<file path="src/swt_pkg.sv">
// Shared types, constants and control structs for the sorted vertex weld table.
package swt_pkg;

  // Table geometry
  localparam int MaxVertices = 1024;
  localparam int AddrW       = $clog2(MaxVertices);
  localparam int CntW        = AddrW + 1;
  localparam int IdW         = AddrW;
  localparam int CoordW      = 32;
  localparam int TolW        = 20;

  // Configuration port
  localparam int                DataW     = 32;
  localparam int                PaddrW    = 3;
  localparam logic              RegIdxTol = 1'b0;
  localparam logic [TolW-1:0]   TolReset  = TolW'(10);

  typedef struct packed {
    logic signed [CoordW-1:0] x_coord;
    logic signed [CoordW-1:0] y_coord;
    logic signed [CoordW-1:0] z_coord;
  } in_word_t;

  typedef struct packed {
    logic [IdW-1:0]  vertex_id;
    logic            repeated;
    logic            table_full;
    logic [CntW-1:0] entry_count;
  } out_word_t;

  // One table entry: coordinates plus the id handed out on first sight
  typedef struct packed {
    logic [IdW-1:0]           id;
    logic signed [CoordW-1:0] x_coord;
    logic signed [CoordW-1:0] y_coord;
    logic signed [CoordW-1:0] z_coord;
  } entry_t;

  localparam int EntryW = $bits(entry_t);

  typedef enum logic [2:0] {
    StIdle,
    StWalkRd,
    StWalkCmp,
    StDecide,
    StShiftRd,
    StShiftWr,
    StInsert,
    StResp
  } state_e;

  // Controller to datapath
  typedef struct packed {
    logic load_vtx;
    logic inc_pos;
    logic rd_pos;
    logic sh_init;
    logic rd_shift;
    logic wr_shift;
    logic wr_insert;
    logic set_repeat;
    logic set_full;
    logic load_out;
  } cmd_t;

  // Datapath to controller
  typedef struct packed {
    logic pos_at_end;
    logic below;
    logic above;
    logic in_band;
    logic full;
    logic shift_done;
  } status_t;

endpackage

</file>
<file path="src/swt_ctrl.sv">
// Controller: walk, shift and insert sequencing plus the output word handshake.
module swt_ctrl (
  input  logic             clk_i,
  input  logic             rst_ni,
  input  logic             in_valid_i,
  output logic             in_stall_o,
  output logic             out_valid_o,
  input  logic             out_stall_i,
  input  swt_pkg::status_t status_i,
  output swt_pkg::cmd_t    cmd_o
);

  swt_pkg::state_e state_q, state_d;
  logic            out_valid_q, out_valid_d;
  logic            out_free;

  assign out_free = !out_valid_q || !out_stall_i;

  // Next state
  always_comb begin
    state_d = state_q;
    unique case (state_q)
      swt_pkg::StIdle: begin
        if (in_valid_i) state_d = swt_pkg::StWalkRd;
      end
      swt_pkg::StWalkRd: begin
        state_d = status_i.pos_at_end ? swt_pkg::StDecide : swt_pkg::StWalkCmp;
      end
      swt_pkg::StWalkCmp: begin
        priority if (status_i.in_band) begin
          state_d = swt_pkg::StResp;
        end else if (status_i.above) begin
          state_d = swt_pkg::StWalkRd;
        end else begin
          state_d = swt_pkg::StDecide;
        end
      end
      swt_pkg::StDecide: begin
        state_d = status_i.full ? swt_pkg::StResp : swt_pkg::StShiftRd;
      end
      swt_pkg::StShiftRd: begin
        state_d = status_i.shift_done ? swt_pkg::StInsert : swt_pkg::StShiftWr;
      end
      swt_pkg::StShiftWr: state_d = swt_pkg::StShiftRd;
      swt_pkg::StInsert:  state_d = swt_pkg::StResp;
      swt_pkg::StResp: begin
        if (out_free) state_d = swt_pkg::StIdle;
      end
      default: state_d = swt_pkg::StIdle;
    endcase
  end

  // Commands
  always_comb begin
    cmd_o = '0;
    unique case (state_q)
      swt_pkg::StIdle:    cmd_o.load_vtx = in_valid_i;
      swt_pkg::StWalkRd:  cmd_o.rd_pos   = !status_i.pos_at_end;
      swt_pkg::StWalkCmp: begin
        cmd_o.set_repeat = status_i.in_band;
        cmd_o.inc_pos    = status_i.above;
      end
      swt_pkg::StDecide: begin
        cmd_o.set_full = status_i.full;
        cmd_o.sh_init  = !status_i.full;
      end
      swt_pkg::StShiftRd: cmd_o.rd_shift  = !status_i.shift_done;
      swt_pkg::StShiftWr: cmd_o.wr_shift  = 1'b1;
      swt_pkg::StInsert:  cmd_o.wr_insert = 1'b1;
      swt_pkg::StResp:    cmd_o.load_out  = out_free;
      default:            cmd_o = '0;
    endcase
  end

  // Output word valid
  always_comb begin
    out_valid_d = out_valid_q;
    if (cmd_o.load_out) begin
      out_valid_d = 1'b1;
    end else if (!out_stall_i) begin
      out_valid_d = 1'b0;
    end
  end

  always_ff @(posedge clk_i or negedge rst_ni) begin
    if (!rst_ni) begin
      state_q     <= swt_pkg::StIdle;
      out_valid_q <= 1'b0;
    end else begin
      state_q     <= state_d;
      out_valid_q <= out_valid_d;
    end
  end

  assign in_stall_o  = (state_q != swt_pkg::StIdle);
  assign out_valid_o = out_valid_q;

`ifndef SYNTHESIS
  // a result never overwrites a word still stalled at the output
  a_no_overwrite: assert property (@(posedge clk_i) disable iff (!rst_ni)
    cmd_o.load_out |-> (!out_valid_q || !out_stall_i))
    else $error("output word overwritten while stalled");

  // nothing is inserted into a full table
  a_no_insert_full: assert property (@(posedge clk_i) disable iff (!rst_ni)
    cmd_o.wr_insert |-> !status_i.full)
    else $error("insert into full table");

  // an accepted word always starts a walk
  a_accept_walk: assert property (@(posedge clk_i) disable iff (!rst_ni)
    (in_valid_i && !in_stall_o) |=> (state_q == swt_pkg::StWalkRd))
    else $error("accepted word did not start a walk");

  // a result reaches the output in the cycle after it is handed over
  a_out_follows: assert property (@(posedge clk_i) disable iff (!rst_ni)
    cmd_o.load_out |=> out_valid_o)
    else $error("result lost at output");
`endif

endmodule

</file>
<file path="config.mk">
export PLATFORM = sky130hd
export DESIGN_NAME = swt_ctrl
export DESIGN_NICKNAME = d
export VERILOG_FILES = /design/src/swt_pkg.sv /design/src/swt_ctrl.sv
export SDC_FILE = /design/constraint.sdc
export NUM_CORES = 1
export LEC_CHECK = 0
export ABC_AREA = 1
export ABC_CLOCK_PERIOD_IN_PS = 2150
export BUFFER_PORTS_ARGS = -buffer_cell sky130_fd_sc_hd__buf_4
export CAP_MARGIN = 10
export CORE_AREA = 2 2 39 41
export DETAILED_ROUTE_END_ITERATION = 7
export DIE_AREA = 0 0 41 43
export PLACE_DENSITY = 0.58
export SLEW_MARGIN = 20
export SYNTH_ARGS = -nofsm -noshare
export SYNTH_HDL_FRONTEND = slang
export SYNTH_SLANG_ARGS = --single-unit
</file>
<file path="constraint.sdc">
create_clock -name clk_i -period 2.15 [get_ports clk_i]
set_input_delay 0.1075 -clock clk_i [delete_from_list [all_inputs] [get_ports clk_i]]
set_output_delay 0.1075 -clock clk_i [all_outputs]
set_load 0.01 [all_outputs]
</file>
# --- Yosys cells after proc, flatten, opt, wreduce, memory -nomap -nowiden ---
# Index checks and enable logic that the tools add are counted.
word_totals:
  mem_count: 0
  mem_bits_rw: 0
  rom_bits: 0
  elab_cells: 41
  output_inout_bits: 12
  inputBits: 10
  ff_bits: 4
  latch_bits: 0
classes:
  add_sub_neg: 0
  n_reduce_logical: 9
  n_mul: 0
  order_cmp: 0
  bitwise_logic: 0
  shifts: 0
  n_eq_ne: 10
  n_div: 0
  mux: 20
op_table:
  columns: ["cell", "n"]
  rows:
  - ["3-bit case mux with 8 select lines", 1]
  - ["1-bit two-way mux", 13]
  - ["3-bit equality test (second input constant)", 4]
  - ["3-bit two-way mux", 3]
  - ["3-bit by 2-bit equality test with 1-bit output (second input constant)", 2]
  - ["2-bit two-way mux", 3]
  - ["1-bit logical NOT", 5]
  - ["2-bit != test (second input constant)", 2]
  - ["3-bit by 1-bit equality test with 1-bit output (second input constant)", 1]
  - ["3-bit logical NOT", 1]
  - ["3-bit nonzero test", 1]
  - ["2-bit by 1-bit != test with 1-bit output (second input constant)", 1]
  - ["2-bit AND reduction", 1]
  - ["1-bit logical OR", 1]

# --- Longest topological paths before layout ---
depth:
  depth_word: 4
  depth_mapped: 6
  ltp_nobuf: 6

# --- Worst setup path after synthesis ---
# OpenSTA, ideal clock, no wires.
synth_timing:
  path_kind: "register -> output"
  start: "register state_q[0]"
  end: "output cmd_o[9] (netlist name)"
  t_arrival_ns: 0.931
  stages_incl_launch_ff: 4
  slack_ns: 1.112
  n_path_buf: 0
  required_ns: 2.043
  path_cell_list: "dfrtp_1 -> nor2_1 -> nand2_1 -> nor2_1"
synth_rtl:
  columns: ["element", "line", "text"]
  rows:
  - ["start: declaration", "swt_ctrl.sv:13", "swt_pkg::state_e state_q, state_d;"]
  - ["start signal: assignment", "swt_ctrl.sv:87", "state_q <= swt_pkg::StIdle;"]
  - ["start signal: assignment", "swt_ctrl.sv:90", "state_q <= state_d;"]
  - ["end: declaration", "swt_ctrl.sv:10", "output swt_pkg::cmd_t cmd_o"]

==> metrics.txt <==
pre-CTS setup slack=1.05 ns; Max Fanout on Critical Path=7; status=completed; vias=394; die outline area=0.00176 mm^2; cts-stage hold buffer count=1; Starting Density=0.231; RSZ-0062 raised after global routing=no; Hold Crit Class=input pin to register; CP Capture Type=output pin; number of synthesized register bits=4; Crit path max-delay family=flip-flops; maximum VDD drop=0.386 mV; final net count=90; H-tree depth=1; CTS max path bufs=2; fin crit share=0.624; number of global-route vias before repair=332; DR WL/cell=8.20 um; Pleak=0.335 nW; Setup TNS=0 ns; number of buffers and inverters on the critical path=3; 1st-pass router iterations=2; total of max-cap violations=0; Worst setup SP type=register; # rows=14; Hold Worst Slack=0.135 ns; Antenna diodes=0; Tmin final=1.34 ns; Synth Net Count=65; Post-Syn Area=319 um^2; Req. time, crit path=2.04 ns; Initial DRC Count=7; CTS Sinks=4; Max Slew Vio Count=0; Post-CTS Resized=0; Netlist cell types=11; CP Class=register to output pin; synth warn=0; DR vias/cell=4.19; Register-to-Register Path Depth=5; worst-margin pin slew=0.220 ns; Chip Width=41 um; Num CTS Buffers=3; Rel. slew slack=0.853; fin area=514 um^2; ANT nets after route=0; clock skew=0.0000707 ns; initial antenna violation count=0; GPL Wtd Cong=0.785; first-pass GRT wire length=1.35 mm; placed inst area=482 um^2; total global-route track usage=0.111; IO Port Bufs=20; synthesis-to-finish area growth=61.2%; slowest CP cell=dfrtp_1; share of layout cells above drive strength 1=0.321; Worst path depth=6; die height=43 um; CP Cell Sequence=inv_1, nand2_1, nor2_1, inv_1, nor2_1, buf_4; Core ar.=0.00138 mm^2; clock latency on the worst-skew pair=0.23 ns; post-CTS setup buffers=0; register area share after synthesis=0.314; Hold Crit Depth=3; WL final=771 um; Cells after Synth=55; post-synthesis area per instance=5.80 um^2; CTS tree=built; Detailed Place HPWL=641 um; Ports=22; DRC errors left=0; Arr. time, crit path=1.23 ns; fmax=746 MHz; Worst-path clk slew=0.03 ns; Hold Vio Cnt, Final=0; CP max stage delay=0.44 ns; CTS root buf=clkbuf_4; Remaining Overflow, GRT=0; Pwr Density=1130 mW/mm^2; largest net degree at the start of global routing=10; setup ws final=0.809 ns; setup violators final=0
==> flip-flops by register name (all words and copies together) (netlist names) <==
register,flops
state_q,3
out_valid_o,1
==> layout by cell type, fill, tap and decap left out <==
cell,n
buf_4,20
clkbuf_4,3
dfrtp_1,4
dlygate4sd3_1,1
inv_1,13
inv_2,1
nand2_1,11
nand3_1,6
nand4_1,3
nor2_1,10
nor2_2,1
nor3_1,2
o21ai_0,3
==> metal layers <==
layer | vias up | share of wire | track usage
met4 | 0 | 0 | 0.0600
met1 | 170 | 0.44 | 0.169
met2 | 10 | 0.50 | 0.134
li1 | 214 | - | -
met5 | - | 0 | 0
met3 | 0 | 0.054 | 0.0314
==> layout make-up <==
type                       count  area [um^2]
sequential                     4          100
multi-input combinational     36          159
tap                           16         20.0
inverter                      14         52.6
timing repair buffer          21          160
fill                         159          870
clock buffer                   3         22.5
==> worst reg2reg max path: stages (launching register included) <==
cell and delay [ns]:
dfrtp_1 0.44, nor2_1 0.24, nand3_1 0.14, nand3_1 0.11
nor2_1 0.05, nor2_1 0.07
==> final timing paths <==
kind | start | to | slack, ns
min | out_stall_i | out_valid_o$_DFFE_PN0P_ | 0.14
max in group asynchronous | rst_ni | state_q[0]$_DFFE_PN0P_ | 1.84
max | state_q[0]$_DFFE_PN0P_ | cmd_o[8] | 0.81
min in group asynchronous | rst_ni | state_q[2]$_DFFE_PN0P_ | 0.21
min reg2reg | out_valid_o$_DFFE_PN0P_ | out_valid_o$_DFFE_PN0P_ | 0.52
max reg2reg | state_q[0]$_DFFE_PN0P_ | state_q[0]$_DFFE_PN0P_ | 1.04
==> Yosys cell counts <==
| cell | number | share of area |
|---|---|---|
| inv_1 | 13 | 0.15 |
| nor3_1 | 2 | 0.031 |
| nand4_1 | 3 | 0.059 |
| nand3_1 | 6 | 0.094 |
| nor2_2 | 1 | 0.020 |
| buf_4 | 1 | 0.024 |
| nand2_1 | 11 | 0.13 |
| o21ai_0 | 3 | 0.047 |
| nor2_1 | 10 | 0.12 |
| dfrtp_1 | 4 | 0.31 |
| inv_2 | 1 | 0.012 |
==> logic make-up (layout without fill, tap and decap cells) <==
group	Yosys count	count (layout)	synth area share
buffers and inverters	15	38	0.188
flip-flops	4	4	0.314
AND/OR/NAND/NOR	33	33	0.451
AO/OA/AOI/OAI	3	3	0.0470
==> report_power, final <==
group	switching (mW)	internal, mW
clock	0.0263	0.0621
combinational	0.184	0.146
sequential	0.0525	0.111
==> stage by stage <==
| stage | total power [mW] | cells | util |
|---|---|---|---|
| after CTS | 0.588 | 94 | 0.372 |
| after global routing | 0.654 | 94 | 0.372 |
| final | 0.581 | 94 | 0.372 |
| after detailed placement | 0.494 | 90 | 0.348 |
| after floorplan | 0.366 | 55 | - |
| after global placement | 0.493 | 90 | 0.348 |
No activity file was read; power rests on OpenSTA's default activity.
